==> src/rtl/core/aust_pkg.sv <==
`timescale 1ns / 1ps
// ----------------------------------------------------------------------------
// Angle unwrap and speed tracker package
// Shared widths, codes, reset values and controller/datapath interface types.
// ----------------------------------------------------------------------------
package aust_pkg;

  localparam int TURN_COUNT_BITS_DEF = 32;
  localparam int SPEED_FRAC_BITS_DEF = 16;

  localparam int TURN_UNITS  = 5760;
  localparam int HALF_TURN   = 2880;
  localparam int SPEED_SCALE = 1000;

  localparam int ANGLE_W = 13;
  localparam int MAGN_W  = 8;
  localparam int TIME_W  = 32;
  localparam int D_W     = ANGLE_W + 1;
  localparam int NUM_W   = 22;
  localparam int ACC_W   = 48;
  localparam int HALF_W  = ACC_W / 2;
  localparam int ALPHA_W = 16;
  localparam int PROD_W  = HALF_W + ALPHA_W;
  localparam int P_W     = ACC_W + ALPHA_W;
  localparam int TOT_W   = 45;
  localparam int OUT32_W = 32;

  localparam int CFG_IDX_W  = 2;
  localparam int CFG_DATA_W = 16;

  localparam int IN_TDATA_W  = 56;
  localparam int IN_TUSER_W  = 2;
  localparam int OUT_TDATA_W = 168;

  localparam logic [7:0]  POLL_PERIOD_RST    = 8'd5;
  localparam logic [15:0] PROBE_INTERVAL_RST = 16'd1000;
  localparam logic [7:0]  ERROR_LIMIT_RST    = 8'd3;
  localparam logic [15:0] SPEED_ALPHA_RST    = 16'd6554;

  typedef enum logic [1:0] {
    ACT_POLL  = 2'd0,
    ACT_SEED  = 2'd1,
    ACT_CLEAR = 2'd2
  } action_e;

  typedef enum logic [CFG_IDX_W-1:0] {
    CFG_POLL_PERIOD    = 2'd0,
    CFG_PROBE_INTERVAL = 2'd1,
    CFG_ERROR_LIMIT    = 2'd2,
    CFG_SPEED_ALPHA    = 2'd3
  } cfg_idx_e;

  typedef enum logic [3:0] {
    ST_IDLE,
    ST_EVAL,
    ST_SCALE,
    ST_DIV,
    ST_INST,
    ST_DIFF,
    ST_ABS,
    ST_MLO,
    ST_MHI,
    ST_SUM,
    ST_ACC,
    ST_TOTAL,
    ST_OUT
  } state_e;

  typedef struct packed {
    logic load;
    logic eval;
    logic scale;
    logic div_step;
    logic inst;
    logic diff;
    logic absd;
    logic mul_lo;
    logic mul_hi;
    logic sum;
    logic acc;
    logic total;
    logic out_load;
  } cmd_t;

  typedef struct packed {
    logic speed_path;
    logic div_last;
    logic out_free;
  } status_t;

endpackage

==> src/rtl/core/aust_div.sv <==
`timescale 1ns / 1ps
// ----------------------------------------------------------------------------
// Serial divider
// Restoring unsigned divider, one quotient bit per step, quotient shifts into
// the dividend register.
// ----------------------------------------------------------------------------
module aust_div #(
  parameter int DVD_W = 38,
  parameter int DVS_W = 32
) (
  input  logic             clk_i,
  input  logic             rst_ni,
  input  logic             start_i,
  input  logic             step_i,
  input  logic [DVD_W-1:0] dividend_i,
  input  logic [DVS_W-1:0] divisor_i,
  output logic [DVD_W-1:0] quotient_o,
  output logic             last_o
);

  localparam int CNT_W = $clog2(DVD_W + 1);

  logic [DVD_W-1:0] dvd_q, dvd_d;
  logic [DVS_W-1:0] rem_q, rem_d;
  logic [CNT_W-1:0] cnt_q, cnt_d;
  logic [DVS_W:0]   rem_sh;
  logic [DVS_W:0]   rem_sub;
  logic             ge;

  assign rem_sh  = {rem_q, dvd_q[DVD_W-1]};
  assign rem_sub = rem_sh - {1'b0, divisor_i};
  assign ge      = rem_sh >= {1'b0, divisor_i};

  always_comb begin
    dvd_d = dvd_q;
    rem_d = rem_q;
    cnt_d = cnt_q;
    if (start_i) begin
      dvd_d = dividend_i;
      rem_d = '0;
      cnt_d = CNT_W'(DVD_W);
    end else if (step_i) begin
      dvd_d = {dvd_q[DVD_W-2:0], ge};
      rem_d = ge ? rem_sub[DVS_W-1:0] : rem_sh[DVS_W-1:0];
      cnt_d = cnt_q - CNT_W'(1);
    end
  end

  always_ff @(posedge clk_i or negedge rst_ni) begin
    if (!rst_ni) begin
      cnt_q <= '0;
    end else begin
      cnt_q <= cnt_d;
    end
  end

  always_ff @(posedge clk_i) begin
    dvd_q <= dvd_d;
    rem_q <= rem_d;
  end

  assign quotient_o = dvd_q;
  assign last_o     = cnt_q == CNT_W'(1);

endmodule

==> src/rtl/core/aust_ctrl.sv <==
`timescale 1ns / 1ps
// ----------------------------------------------------------------------------
// Angle unwrap and speed tracker controller
// Sequences one request through evaluation, division and filtering (speed path only) and output.
// ----------------------------------------------------------------------------
module aust_ctrl (
  input  logic              clk_i,
  input  logic              rst_ni,
  input  logic              in_valid_i,
  output logic              in_ready_o,
  input  aust_pkg::status_t status_i,
  output aust_pkg::cmd_t    cmd_o
);

  import aust_pkg::*;

  state_e state_q, state_d;

  always_comb begin
    state_d = state_q;
    unique case (state_q)
      ST_IDLE:  if (in_valid_i) state_d = ST_EVAL;
      ST_EVAL:  state_d = status_i.speed_path ? ST_SCALE : ST_TOTAL;
      ST_SCALE: state_d = ST_DIV;
      ST_DIV:   if (status_i.div_last) state_d = ST_INST;
      ST_INST:  state_d = ST_DIFF;
      ST_DIFF:  state_d = ST_ABS;
      ST_ABS:   state_d = ST_MLO;
      ST_MLO:   state_d = ST_MHI;
      ST_MHI:   state_d = ST_SUM;
      ST_SUM:   state_d = ST_ACC;
      ST_ACC:   state_d = ST_OUT;
      ST_TOTAL: state_d = ST_OUT;
      ST_OUT:   if (status_i.out_free) state_d = ST_IDLE;
      default:  state_d = ST_IDLE;
    endcase
  end

  always_comb begin
    cmd_o      = '0;
    in_ready_o = 1'b0;
    unique case (state_q)
      ST_IDLE: begin
        in_ready_o = 1'b1;
        cmd_o.load = in_valid_i;
      end
      ST_EVAL:  cmd_o.eval     = 1'b1;
      ST_SCALE: cmd_o.scale    = 1'b1;
      ST_DIV:   cmd_o.div_step = 1'b1;
      ST_INST:  cmd_o.inst     = 1'b1;
      ST_DIFF:  cmd_o.diff     = 1'b1;
      ST_ABS:   cmd_o.absd     = 1'b1;
      ST_MLO: begin
        cmd_o.mul_lo = 1'b1;
        cmd_o.total  = 1'b1;
      end
      ST_MHI:   cmd_o.mul_hi   = 1'b1;
      ST_SUM:   cmd_o.sum      = 1'b1;
      ST_ACC:   cmd_o.acc      = 1'b1;
      ST_TOTAL: cmd_o.total    = 1'b1;
      ST_OUT:   cmd_o.out_load = status_i.out_free;
      default: begin
        cmd_o      = '0;
        in_ready_o = 1'b0;
      end
    endcase
  end

  always_ff @(posedge clk_i or negedge rst_ni) begin
    if (!rst_ni) begin
      state_q <= ST_IDLE;
    end else begin
      state_q <= state_d;
    end
  end

endmodule

==> src/rtl/core/aust_dpath.sv <==
`timescale 1ns / 1ps
// ----------------------------------------------------------------------------
// Angle unwrap and speed tracker datapath
// Configuration, tracking state, speed filter arithmetic and result register.
// ----------------------------------------------------------------------------
module aust_dpath #(
  parameter int TURN_COUNT_BITS = aust_pkg::TURN_COUNT_BITS_DEF,
  parameter int SPEED_FRAC_BITS = aust_pkg::SPEED_FRAC_BITS_DEF
) (
  input  logic                             clk_i,
  input  logic                             rst_ni,
  input  logic                             cfg_we_i,
  input  logic [aust_pkg::CFG_IDX_W-1:0]   cfg_index_i,
  input  logic [aust_pkg::CFG_DATA_W-1:0]  cfg_data_i,
  input  logic [aust_pkg::IN_TDATA_W-1:0]  in_tdata_i,
  input  logic [aust_pkg::IN_TUSER_W-1:0]  in_tuser_i,
  input  aust_pkg::cmd_t                   cmd_i,
  output aust_pkg::status_t                status_o,
  output logic                             out_tvalid_o,
  input  logic                             out_tready_i,
  output logic [aust_pkg::OUT_TDATA_W-1:0] out_tdata_o
);

  import aust_pkg::*;

  localparam int TCB   = TURN_COUNT_BITS;
  localparam int DVD_W = NUM_W + SPEED_FRAC_BITS;

  localparam logic signed [D_W-1:0] TurnS    = D_W'(TURN_UNITS);
  localparam logic signed [D_W-1:0] HalfS    = D_W'(HALF_TURN);
  localparam logic signed [D_W-1:0] NegHalfS = D_W'(-HALF_TURN);

  localparam logic signed [ACC_W+1:0] AccMax = {3'b000, {(ACC_W-1){1'b1}}};
  localparam logic signed [ACC_W+1:0] AccMin = {3'b111, {(ACC_W-1){1'b0}}};

  // configuration
  logic [7:0]         poll_period_q;
  logic [15:0]        probe_int_q;
  logic [7:0]         err_limit_q;
  logic [ALPHA_W-1:0] alpha_q;

  // latched request
  logic [1:0]         act_q;
  logic [TIME_W-1:0]  now_q;
  logic               ok_q;
  logic [ANGLE_W-1:0] ang_q;
  logic [MAGN_W-1:0]  magin_q;

  // tracking state
  logic                    healthy_q, healthy_d;
  logic [ANGLE_W-1:0]      last_angle_q, last_angle_d;
  logic [TCB-1:0]          turns_q, turns_d;
  logic signed [ACC_W-1:0] acc_q, acc_d;
  logic [MAGN_W-1:0]       mag_q, mag_d;
  logic [31:0]             err_cnt_q, err_cnt_d;
  logic [7:0]              cons_q, cons_d;
  logic [TIME_W-1:0]       last_sample_q, last_sample_d;
  logic [TIME_W-1:0]       last_probe_q, last_probe_d;
  logic                    probe_q, probe_d;
  logic                    taken_q, taken_d;

  // speed work registers
  logic signed [D_W-1:0]   dadj_q, dadj_d;
  logic [TIME_W-1:0]       dt_q, dt_d;
  logic signed [ACC_W-1:0] inst_q;
  logic signed [ACC_W:0]   diff_q;
  logic [ACC_W-1:0]        absd_q;
  logic                    dneg_q;
  logic [PROD_W-1:0]       plo_q, phi_q;
  logic [P_W-1:0]          p_q;
  logic [TOT_W-1:0]        total_q;

  logic                    out_valid_q;
  logic [OUT_TDATA_W-1:0]  out_data_q;

  // combinational terms
  logic [TIME_W-1:0]       dt_w, since_probe_w;
  logic                    speed_w;
  logic signed [D_W-1:0]   draw_w, dadj_w;
  logic [7:0]              cons_inc_w;
  logic [D_W-1:0]          dabs_w;
  logic [NUM_W-1:0]        num_w;
  logic [DVD_W-1:0]        quot_w;
  logic                    div_last_w;
  logic [ACC_W-1:0]        q_ext_w;
  logic signed [ACC_W:0]   neg_diff_w;
  logic [HALF_W-1:0]       mul_a_w;
  logic [PROD_W-1:0]       prod_w;
  logic signed [ACC_W+1:0] acc_ext_w, step_ext_w, acc_sum_w;
  logic [TOT_W-1:0]        turns45_w, total_w;
  logic [OUT32_W-1:0]      turn32_w;
  logic signed [ACC_W-1:0] acc_sh_w;
  logic [OUT32_W-1:0]      spd_w;

  always_ff @(posedge clk_i or negedge rst_ni) begin
    if (!rst_ni) begin
      poll_period_q <= POLL_PERIOD_RST;
      probe_int_q   <= PROBE_INTERVAL_RST;
      err_limit_q   <= ERROR_LIMIT_RST;
      alpha_q       <= SPEED_ALPHA_RST;
    end else if (cfg_we_i) begin
      unique case (cfg_idx_e'(cfg_index_i))
        CFG_POLL_PERIOD:    poll_period_q <= cfg_data_i[7:0];
        CFG_PROBE_INTERVAL: probe_int_q   <= cfg_data_i;
        CFG_ERROR_LIMIT:    err_limit_q   <= cfg_data_i[7:0];
        CFG_SPEED_ALPHA:    alpha_q       <= cfg_data_i;
        default:            poll_period_q <= poll_period_q;
      endcase
    end
  end

  // request fields: now_ms, read_ok, angle_raw, field_magnitude
  always_ff @(posedge clk_i) begin
    if (cmd_i.load) begin
      act_q   <= in_tuser_i;
      now_q   <= in_tdata_i[31:0];
      ok_q    <= in_tdata_i[32];
      ang_q   <= in_tdata_i[45:33];
      magin_q <= in_tdata_i[53:46];
    end
  end

  assign dt_w          = now_q - last_sample_q;
  assign since_probe_w = now_q - last_probe_q;
  assign draw_w        = $signed({1'b0, ang_q}) - $signed({1'b0, last_angle_q});
  assign cons_inc_w    = (cons_q == 8'hFF) ? cons_q : cons_q + 8'd1;
  assign speed_w       = (act_q == ACT_POLL) && healthy_q && ok_q &&
                         (dt_w >= TIME_W'(poll_period_q));

  always_comb begin
    if (draw_w > HalfS) begin
      dadj_w = draw_w - TurnS;
    end else if (draw_w < NegHalfS) begin
      dadj_w = draw_w + TurnS;
    end else begin
      dadj_w = draw_w;
    end
  end

  // filter update: acc + floor(alpha * diff / 2^16), clamped to the accumulator
  assign acc_ext_w  = {{2{acc_q[ACC_W-1]}}, acc_q};
  assign step_ext_w = {2'b00, p_q[P_W-1:ALPHA_W]};
  assign acc_sum_w  = dneg_q ? acc_ext_w - step_ext_w : acc_ext_w + step_ext_w;

  always_comb begin
    healthy_d     = healthy_q;
    last_angle_d  = last_angle_q;
    turns_d       = turns_q;
    acc_d         = acc_q;
    mag_d         = mag_q;
    err_cnt_d     = err_cnt_q;
    cons_d        = cons_q;
    last_sample_d = last_sample_q;
    last_probe_d  = last_probe_q;
    probe_d       = probe_q;
    taken_d       = taken_q;
    dadj_d        = dadj_q;
    dt_d          = dt_q;
    if (cmd_i.eval) begin
      probe_d = 1'b0;
      taken_d = 1'b0;
      case (action_e'(act_q))
        ACT_POLL: begin
          if (!healthy_q) begin
            if (since_probe_w >= TIME_W'(probe_int_q)) begin
              last_probe_d = now_q;
              probe_d      = 1'b1;
            end
          end else if (dt_w >= TIME_W'(poll_period_q)) begin
            last_sample_d = now_q;
            if (!ok_q) begin
              if (err_cnt_q != '1) err_cnt_d = err_cnt_q + 32'd1;
              cons_d = cons_inc_w;
              if (cons_inc_w >= err_limit_q) healthy_d = 1'b0;
            end else begin
              cons_d       = '0;
              mag_d        = magin_q;
              last_angle_d = ang_q;
              taken_d      = 1'b1;
              dadj_d       = dadj_w;
              dt_d         = (dt_w == '0) ? TIME_W'(1) : dt_w;
              if (draw_w > HalfS) begin
                turns_d = turns_q - TCB'(1);
              end else if (draw_w < NegHalfS) begin
                turns_d = turns_q + TCB'(1);
              end
            end
          end
        end
        ACT_SEED: begin
          if (ok_q) begin
            last_angle_d  = ang_q;
            mag_d         = magin_q;
            acc_d         = '0;
            cons_d        = '0;
            last_sample_d = now_q;
            healthy_d     = 1'b1;
            taken_d       = 1'b1;
          end else begin
            healthy_d = 1'b0;
          end
        end
        ACT_CLEAR: turns_d = '0;
        default:   turns_d = turns_q;
      endcase
    end else if (cmd_i.acc) begin
      if (acc_sum_w > AccMax) begin
        acc_d = AccMax[ACC_W-1:0];
      end else if (acc_sum_w < AccMin) begin
        acc_d = AccMin[ACC_W-1:0];
      end else begin
        acc_d = acc_sum_w[ACC_W-1:0];
      end
    end
  end

  always_ff @(posedge clk_i or negedge rst_ni) begin
    if (!rst_ni) begin
      healthy_q     <= 1'b0;
      last_angle_q  <= '0;
      turns_q       <= '0;
      acc_q         <= '0;
      mag_q         <= '0;
      err_cnt_q     <= '0;
      cons_q        <= '0;
      last_sample_q <= '0;
      last_probe_q  <= '0;
      probe_q       <= 1'b0;
      taken_q       <= 1'b0;
    end else begin
      healthy_q     <= healthy_d;
      last_angle_q  <= last_angle_d;
      turns_q       <= turns_d;
      acc_q         <= acc_d;
      mag_q         <= mag_d;
      err_cnt_q     <= err_cnt_d;
      cons_q        <= cons_d;
      last_sample_q <= last_sample_d;
      last_probe_q  <= last_probe_d;
      probe_q       <= probe_d;
      taken_q       <= taken_d;
    end
  end

  assign dabs_w = dadj_q[D_W-1] ? D_W'(-dadj_q) : dadj_q;
  assign num_w  = NUM_W'(dabs_w) * NUM_W'(SPEED_SCALE);

  aust_div #(
    .DVD_W (DVD_W),
    .DVS_W (TIME_W)
  ) u_div (
    .clk_i      (clk_i),
    .rst_ni     (rst_ni),
    .start_i    (cmd_i.scale),
    .step_i     (cmd_i.div_step),
    .dividend_i (DVD_W'(num_w) << SPEED_FRAC_BITS),
    .divisor_i  (dt_q),
    .quotient_o (quot_w),
    .last_o     (div_last_w)
  );

  assign q_ext_w    = ACC_W'(quot_w);
  assign neg_diff_w = -diff_q;
  assign mul_a_w    = cmd_i.mul_hi ? absd_q[ACC_W-1:HALF_W] : absd_q[HALF_W-1:0];
  assign prod_w     = PROD_W'(mul_a_w) * PROD_W'(alpha_q);

  always_ff @(posedge clk_i) begin
    dadj_q <= dadj_d;
    dt_q   <= dt_d;
    if (cmd_i.inst) inst_q <= dadj_q[D_W-1] ? -$signed(q_ext_w) : $signed(q_ext_w);
    if (cmd_i.diff) diff_q <= {inst_q[ACC_W-1], inst_q} - {acc_q[ACC_W-1], acc_q};
    if (cmd_i.absd) begin
      absd_q <= diff_q[ACC_W] ? neg_diff_w[ACC_W-1:0] : diff_q[ACC_W-1:0];
      dneg_q <= diff_q[ACC_W];
    end
    if (cmd_i.mul_lo) plo_q <= prod_w;
    if (cmd_i.mul_hi) phi_q <= prod_w;
    if (cmd_i.sum) begin
      p_q <= (P_W'(phi_q) << HALF_W) + P_W'(plo_q) +
             (dneg_q ? P_W'({ALPHA_W{1'b1}}) : P_W'(0));
    end
    if (cmd_i.total) total_q <= total_w;
  end

  generate
    if (TCB >= TOT_W) begin : g_tot_trunc
      assign turns45_w = turns_q[TOT_W-1:0];
    end else begin : g_tot_ext
      assign turns45_w = {{(TOT_W-TCB){turns_q[TCB-1]}}, turns_q};
    end
    if (TCB >= OUT32_W) begin : g_tc_trunc
      assign turn32_w = turns_q[OUT32_W-1:0];
    end else begin : g_tc_ext
      assign turn32_w = {{(OUT32_W-TCB){turns_q[TCB-1]}}, turns_q};
    end
  endgenerate

  // turns * 5760 as (turns << 12) + (turns << 10) + (turns << 9) + (turns << 7)
  assign total_w = (turns45_w << 12) + (turns45_w << 10) + (turns45_w << 9) +
                   (turns45_w << 7) + TOT_W'(last_angle_q);

  assign acc_sh_w = acc_q >>> SPEED_FRAC_BITS;

  always_comb begin
    if (!acc_sh_w[ACC_W-1] && (|acc_sh_w[ACC_W-2:OUT32_W-1])) begin
      spd_w = {1'b0, {(OUT32_W-1){1'b1}}};
    end else if (acc_sh_w[ACC_W-1] && !(&acc_sh_w[ACC_W-2:OUT32_W-1])) begin
      spd_w = {1'b1, {(OUT32_W-1){1'b0}}};
    end else begin
      spd_w = acc_sh_w[OUT32_W-1:0];
    end
  end

  always_ff @(posedge clk_i or negedge rst_ni) begin
    if (!rst_ni) begin
      out_valid_q <= 1'b0;
    end else if (cmd_i.out_load) begin
      out_valid_q <= 1'b1;
    end else if (out_tready_i) begin
      out_valid_q <= 1'b0;
    end
  end

  always_ff @(posedge clk_i) begin
    if (cmd_i.out_load) begin
      out_data_q <= {3'b000, err_cnt_q, mag_q, spd_w, total_q, turn32_w,
                     last_angle_q, taken_q, probe_q, healthy_q};
    end
  end

  assign out_tvalid_o        = out_valid_q;
  assign out_tdata_o         = out_data_q;
  assign status_o.speed_path = speed_w;
  assign status_o.div_last   = div_last_w;
  assign status_o.out_free   = !out_valid_q || out_tready_i;

endmodule

==> src/rtl/core/angle_unwrap_speed_tracker.sv <==
`timescale 1ns / 1ps
// ----------------------------------------------------------------------------
// Angle unwrap and speed tracker
// Unwraps absolute angle readings into turns and total angle, filters speed
// and tracks sensor health with re-probe requests.
// ----------------------------------------------------------------------------
// One request is worked at a time and each gives exactly one result. A poll
// that takes a sample runs the speed path: accept, evaluate, scale the angle
// step, the serial restoring divider (one quotient bit per cycle), filter math
// (instant speed, difference, magnitude, a 24x16 multiplier used twice, sum
// and accumulate), then loading the result register. Every other request goes
// through accept, evaluate, total and result load. A result waits in the
// output register without holding up the next accept; it is only loaded once
// that register is free.
module angle_unwrap_speed_tracker #(
  parameter int TURN_COUNT_BITS = aust_pkg::TURN_COUNT_BITS_DEF,
  parameter int SPEED_FRAC_BITS = aust_pkg::SPEED_FRAC_BITS_DEF
) (
  input  logic                             clk_i,
  input  logic                             rst_ni,
  input  logic                             cfg_we_i,
  input  logic [aust_pkg::CFG_IDX_W-1:0]   cfg_index_i,
  input  logic [aust_pkg::CFG_DATA_W-1:0]  cfg_data_i,
  input  logic                             s_axis_tvalid,
  output logic                             s_axis_tready,
  // now_ms, read_ok, angle_raw, field_magnitude, zero pad
  input  logic [aust_pkg::IN_TDATA_W-1:0]  s_axis_tdata,
  // action
  input  logic [aust_pkg::IN_TUSER_W-1:0]  s_axis_tuser,
  output logic                             m_axis_tvalid,
  input  logic                             m_axis_tready,
  // healthy, probe_request, sample_taken, angle_now, turn_count, total_angle,
  // speed, magnitude_now, error_total, zero pad
  output logic [aust_pkg::OUT_TDATA_W-1:0] m_axis_tdata
);

  import aust_pkg::*;

  cmd_t    cmd;
  status_t status;

  aust_ctrl u_ctrl (
    .clk_i      (clk_i),
    .rst_ni     (rst_ni),
    .in_valid_i (s_axis_tvalid),
    .in_ready_o (s_axis_tready),
    .status_i   (status),
    .cmd_o      (cmd)
  );

  aust_dpath #(
    .TURN_COUNT_BITS (TURN_COUNT_BITS),
    .SPEED_FRAC_BITS (SPEED_FRAC_BITS)
  ) u_dpath (
    .clk_i        (clk_i),
    .rst_ni       (rst_ni),
    .cfg_we_i     (cfg_we_i),
    .cfg_index_i  (cfg_index_i),
    .cfg_data_i   (cfg_data_i),
    .in_tdata_i   (s_axis_tdata),
    .in_tuser_i   (s_axis_tuser),
    .cmd_i        (cmd),
    .status_o     (status),
    .out_tvalid_o (m_axis_tvalid),
    .out_tready_i (m_axis_tready),
    .out_tdata_o  (m_axis_tdata)
  );

  a_load_then_eval : assert property (@(posedge clk_i) disable iff (!rst_ni)
    cmd.load |=> cmd.eval)
    else $error("accepted request not evaluated next cycle");

  a_one_at_a_time : assert property (@(posedge clk_i) disable iff (!rst_ni)
    s_axis_tvalid && s_axis_tready |=> !s_axis_tready)
    else $error("new request accepted while one is in work");

  a_out_load_free : assert property (@(posedge clk_i) disable iff (!rst_ni)
    cmd.out_load |-> (!m_axis_tvalid || m_axis_tready))
    else $error("result register overwritten before it was taken");

  a_taken_healthy : assert property (@(posedge clk_i) disable iff (!rst_ni)
    m_axis_tvalid && m_axis_tdata[2] |-> m_axis_tdata[0])
    else $error("sample taken while sensor reported unhealthy");

endmodule

==> config.mk <==
export PLATFORM = sky130hd
export DESIGN_NAME = angle_unwrap_speed_tracker
export DESIGN_NICKNAME = d
export VERILOG_FILES = /design/src/rtl/core/aust_pkg.sv /design/src/rtl/core/aust_div.sv /design/src/rtl/core/aust_ctrl.sv /design/src/rtl/core/aust_dpath.sv /design/src/rtl/core/angle_unwrap_speed_tracker.sv
export SDC_FILE = /design/constraint.sdc
export NUM_CORES = 2
export LEC_CHECK = 0
export BUFFER_PORTS_ARGS = -buffer_cell sky130_fd_sc_hd__buf_2
export CELL_PAD_IN_SITES_DETAIL_PLACEMENT = 0
export CELL_PAD_IN_SITES_GLOBAL_PLACEMENT = 1
export CORE_MARGIN = 10
export CORE_UTILIZATION = 45
export CTS_BUF_LIST = sky130_fd_sc_hd__clkbuf_4 sky130_fd_sc_hd__clkbuf_8
export DETAILED_ROUTE_END_ITERATION = 8
export PLACE_DENSITY_LB_ADDON = 0.1
export SYNTH_ARGS = -nofsm -noshare
export SYNTH_HDL_FRONTEND = slang
export SYNTH_SLANG_ARGS = --single-unit
==> constraint.sdc <==
create_clock -name clk_i -period 11.2 [get_ports clk_i]
set_input_delay 3.36 -clock clk_i [delete_from_list [all_inputs] [get_ports clk_i]]
set_output_delay 3.36 -clock clk_i [all_outputs]
set_load 0.03 [all_outputs]
==> Word level (Yosys, flattened, before mapping) <==
Index checks and enable logic that the tools add are counted.
{ "word_totals": {"regBits": 939, "output_inout_bits": 170, "elab_cells": 208} }
{ "classes": {"n_addsub": 23, "mul": 2, "n_lt_le_gt_ge": 8, "n_eq_ne": 30, "n_mux": 76, "bitwise": 2, "n_reduce_logical": 29} }
{ "ops": {"columns": ["cell", "count"], "rows": [
  ["48-bit two-way mux", 7],
  ["32-bit two-way mux", 9],
  ["32-bit case mux with 2 select lines", 2],
  ["38-bit two-way mux", 3],
  ["32-bit subtractor", 3],
  ["45-bit adder", 2],
  ["32-bit by 1-bit adder with 32-bit output (second input constant)", 2],
  ["64-bit by 40-bit adder with 64-bit output", 1],
  ["64-bit adder", 1],
  ["8-bit two-way mux", 8],
  ["48-bit by 49-bit adder with 50-bit output", 1],
  ["50-bit by 48-bit greater-than comparator with 1-bit output (second input constant)", 1],
  ["50-bit by 48-bit less-than comparator with 1-bit output (second input constant)", 1],
  ["50-bit two-way mux", 1],
  ["48-bit by 49-bit subtractor with 50-bit output", 1],
  ["48-bit by 48-bit subtractor with 49-bit output", 1],
  ["38-bit negation with 48-bit output", 1],
  ["48-bit negation", 1],
  ["4-bit case mux with 12 select lines", 1],
  ["44-bit by 42-bit adder with 45-bit output", 1],
  ["45-bit by 13-bit adder with 45-bit output", 1],
  ["14-bit two-way mux", 3],
  ["24-bit by 16-bit multiplier with 40-bit output", 1],
  ["13-bit two-way mux", 3],
  ["other kinds (48)", 114]
]} }

==> Longest topological paths before layout <==
{ "logic_depth": {"word_depth": 8, "ltp_mapped": 32, "ltp_nobuf": 29} }

==> Hierarchy <==
From an unflattened synthesis, not the netlist that was laid out.
{ "unflattened": {"hier_cells": 6307, "area_unflattened_um2": 67405.9} }
{ "modules_own_cells": {"columns": ["mod", "instances", "cells_each", "area_each_um2", "seq_area_each_um2"], "rows": [
  ["aust_dpath", 1, 5701, 61830.6, 24049.3],
  ["aust_div", 1, 554, 5181.2, 1931.9],
  ["aust_ctrl", 1, 52, 394.1, 100.1]
]} }

==> Worst setup path before layout <==
OpenSTA, ideal clock, no wires.
{ "synth_timing": {"path_kind": "in2reg", "from": "in m_axis_tready", "to": "reg u_dpath.out_data_q[0] (netlist: u_dpath.out_tdata_o[0]) (enable)", "t_arrival_ns": 10.747, "t_required_ns": 10.491, "slack_ns": -0.255, "stages": 2, "path_buffers": 0, "cell_sequence": "nand2b_1 -> nor2b_1"} }
{ "synth_rtl": {"columns": ["element", "line", "rtl"], "rows": [
  ["start: declaration", "angle_unwrap_speed_tracker.sv:31", "input logic m_axis_tready,"],
  ["end signal: assignment", "aust_dpath.sv:326", "out_data_q <= {3'b000, err_cnt_q, mag_q, spd_w, total_q, turn32_w,"],
  ["end: declaration", "aust_dpath.sv:74", "logic [OUT_TDATA_W-1:0] out_data_q;"]
]} }

==> Worst setup path in the final report <==
{ "layout_timing": {"from": "reg u_ctrl.state_q[2]", "to": "reg u_dpath.plo_q[38] (data pin)"} }
{ "layout_between": {"elab_chain_cells": 4} }
{ "layout_lines": {"columns": ["element", "line", "rtl"], "rows": [
  ["start: declaration", "aust_ctrl.sv:17", "state_e state_q, state_d;"],
  ["start signal: assignment", "aust_ctrl.sv:73", "state_q <= state_d;"],
  ["4-bit equality test", "aust_ctrl.sv:42", "unique case (state_q)"],
  ["1-bit two-way mux", "aust_ctrl.sv:42", null],
  ["24-bit two-way mux", "aust_dpath.sv:264", "assign mul_a_w = cmd_i.mul_hi ? absd_q[ACC_W-1:HALF_W] : absd_q[HALF_W-1:0];"],
  ["24-bit by 16-bit multiplier with 40-bit output", "aust_dpath.sv:265", "assign prod_w = PROD_W'(mul_a_w) * PROD_W'(alpha_q);"],
  ["via u_dpath.prod_w[38]", "aust_dpath.sv:88", "logic [PROD_W-1:0] prod_w;"],
  ["end signal: assignment", "aust_dpath.sv:276", "if (cmd_i.mul_lo) plo_q <= prod_w;"],
  ["end: declaration", "aust_dpath.sv:69", "logic [PROD_W-1:0] plo_q, phi_q;"]
]} }
The timed path passes the listed nets, and every way through them passes these cells.
A chain may end at the register's enable or synchronous reset.

==> impl_metrics.env <==
export IMPL_viasPerCell=5.39
export IMPL_synth_top_area_cell="edfxtp_1"
export IMPL_finalCriticalPeriod_ns=9.56
export IMPL_status="completed"
export IMPL_ant_nets=0
export IMPL_slew_viol_final=0
export IMPL_critPathLaunch="u_ctrl.state_q[2]"
export IMPL_die_y_um=406
export IMPL_slowest_delay_ns=0.59
export IMPL_post_cts_setup_buffers=0
export IMPL_cts_hold_buf=0
export IMPL_max_freq_ghz=0.105
export IMPL_syn_inst=6371
export IMPL_synth_warnings=0
export IMPL_synth_cell_area_um2=67200
export IMPL_grt_setup_unrepaired="no"
export IMPL_worstMarginPinSlew_ns=1.16
export IMPL_route_vias_total=46900
export IMPL_fin_nets=7673
export IMPL_reg2reg_setup_slack_ns=1.64
export IMPL_grt_antenna_before_repair=5
export IMPL_cts_max_path_buffers=3
export IMPL_die_area_um2=165000
export IMPL_drtIter0Drc=2740
export IMPL_ys_seq_area_share_pct=38.5
export IMPL_synthDistinctLibCells=90
export IMPL_h_tree_depth=4
export IMPL_fp_coreArea_um2=148000
export IMPL_yosysTopAreaCellShare_pct=27.0
export IMPL_grt_pass1_vias=48300
export IMPL_num_rows=141
export IMPL_port_buffers=245
export IMPL_final_cell_mix="inv_1 (736), edfxtp_1 (605), nand2_1 (551), ha_1 (535), fa_1 (422)"
export IMPL_firstDrtPassIters=5
export IMPL_clock_sinks=923
export IMPL_setup_viol=0
export IMPL_dpl_worst_slack_ns=1.59
export IMPL_critPathLaunchType="flip-flop"
export IMPL_cts_root_buf="clkbuf_8"
export IMPL_cpMostUsedCell="fa_1"
export IMPL_die_w_um=406
export IMPL_tns_ns=0
export IMPL_syn_to_final_growth_pct=10.4
export IMPL_worst_slack_ns=1.64
export IMPL_yosys_register_bits=923
export IMPL_insertion_delay_ns=0.92
export IMPL_slowest_stage="mux2_2"
export IMPL_drive_above_1_share_pct=11.9
export IMPL_grt_max_degree=79
export IMPL_synth_area_per_cell_um2=10.5
export IMPL_end_kind="flip-flop"
export IMPL_cp_arrival_ns=10.16
export IMPL_critical_path_class="reg2reg"
export IMPL_drc=0
export IMPL_multiInputGateArea_um2=37900
export IMPL_path_clk_slew_ns=0.06
export IMPL_cts_resized=0
export IMPL_ios=251
export IMPL_hp_start="u_dpath.total_q[30]"
export IMPL_track_usage_pct=20.7
export IMPL_required_ns=11.80
export IMPL_hpwl_um=128000
export IMPL_synthFlopType="edfxtp_1"
export IMPL_grt_pass1_wl_um=272000
export IMPL_initial_core_util_pct=45.4
export IMPL_overflow=0
export IMPL_drv_cap=0
export IMPL_crit_fanout=48
export IMPL_drt_total_wl_um=170000
export IMPL_cts_buffers=168
export IMPL_seq_area_um2=25900
export IMPL_slew_headroom_pct=22.8
export IMPL_async_reset_ff_share_pct=28.9
export IMPL_reg2reg_from="u_ctrl.state_q[2]"
export IMPL_synth_edf_count=605
export IMPL_hold_path_class="reg2reg"
export IMPL_cts_tree="yes"
export IMPL_yosys_top_cells_area="edfxtp_1 (27%), fa_1 (13%), ha_1 (10%)"
export IMPL_finalWeightedCongestion=0.841
export IMPL_finClkSkew_ns=0.0619
export IMPL_detail_route_wl_per_cell_um=19.5
export IMPL_fin_crit_sh_pct=85.4
export IMPL_nFillCells=13600
export IMPL_hold_violations=0
export IMPL_final_common_cell="inv_1"
metrics by stage:
step,area (µm²),instances,util (%),hold slack [ns]
after floorplan,67200,6373,-,0.400
after global placement,70500,8395,47.6,0.404
after detailed placement,70500,8395,47.6,0.405
after CTS,74200,8712,50.1,0.394
after global routing,74200,8714,50.1,0.405
final,74200,8715,50.1,0.387
Yosys cell counts, types with 10 or more instances:
cell       number
nand3_1       129
mux2_4         18
mux2_2        136
nand2b_1       68
dfxtp_1        51
a2111oi_0      15
dfstp_2        17
o21ai_0       310
a211oi_1       41
or2_2          10
dfrtp_1       250
or4_1          25
and3_1         50
inv_1         736
clkbuf_1      167
a21o_1        168
o41ai_1        20
a211o_1        13
buf_2          13
nor4_1         33
o31ai_1        43
ha_1          535
nor2b_1        46
nand4_1        54
o211ai_1       32
xor2_1        146
nor2_1        261
a21boi_0       17
o21bai_1       41
a21oi_1       334
or3_1          41
mux2i_1        30
nor3b_1        13
a221o_1        51
nand2_1       551
and2_1        182
o22ai_1        11
edfxtp_1      605
xnor2_1       342
fa_1          422
o21a_1         68
a31oi_1        31
nor3_1         93
path summary, 6_finish.rpt:
check                                           to  cells after the start
setup / recovery                 u_dpath.plo_q[38]                     29
hold / removal             u_dpath.out_tdata_o[78]                      0
setup reg to reg                 u_dpath.plo_q[38]                     29
hold reg to reg            u_dpath.out_tdata_o[78]                      0
max in group asynchronous      u_dpath.alpha_q[14]                      2
min in group asynchronous         u_dpath.mag_q[6]                      1
cells by family after synthesis:
kind of cell / Yosys count / synth area share, %
multiplexers: 185 / 3.15
adder cells (fa/ha/maj): 957 / 22.5
AO/OA/AOI/OAI: 1300 / 12.6
other: 1 / 0.00558
flip-flops: 923 / 38.5
AND/OR/NAND/NOR: 1588 / 11.5
buffers and inverters: 929 / 5.25
XOR/XNOR: 488 / 6.36
layer usage:
metal | global-route usage [%] | vias to the layer above | share of wire (%)
li1 | - | 22800 | -
met5 | 0 | - | 0.0076
met4 | 6.47 | 2 | 2.9
met3 | 3.22 | 238 | 3.7
met1 | 27.1 | 23100 | 45
met2 | 35.3 | 775 | 49
registers in the layout (all words and copies together), names as in the netlist, 38 cells and up:
name                      count
u_dpath.absd_q               48
u_dpath.inst_q               48
u_dpath.acc_q                48
u_dpath.plo_q                40
u_dpath.u_div.quotient_o     38
u_dpath.p_q                  48
u_dpath.total_q              45
u_dpath.phi_q                40
u_dpath.out_tdata_o         165
u_dpath.diff_q               49
layout make-up:
type	instances	area share, %
Multi-Input combinational cell	4521	51.1
Clock buffer	248	4.08
Clock inverter	69	0.906
Antenna cell	3	0.0101
Sequential cell	923	34.9
Timing Repair Buffer	285	2.07
Inverter	736	3.72
Tap cell	1930	3.25
worst max-delay path: cells and delay by family (launching register included):
family | cells | cell delay (ns)
fa+ha+maj | 7 | 3.49
compound gates | 10 | 2.13
flops | 1 | 0.48
simple gates | 4 | 1.37
buf+inv | 6 | 1.06
xor+xnor | 1 | 0.11
mux | 1 | 0.59
Power is left out: the tool's default activity adds up to more than one toggle a clock period on the data nets, which glitch-free logic cannot reach.
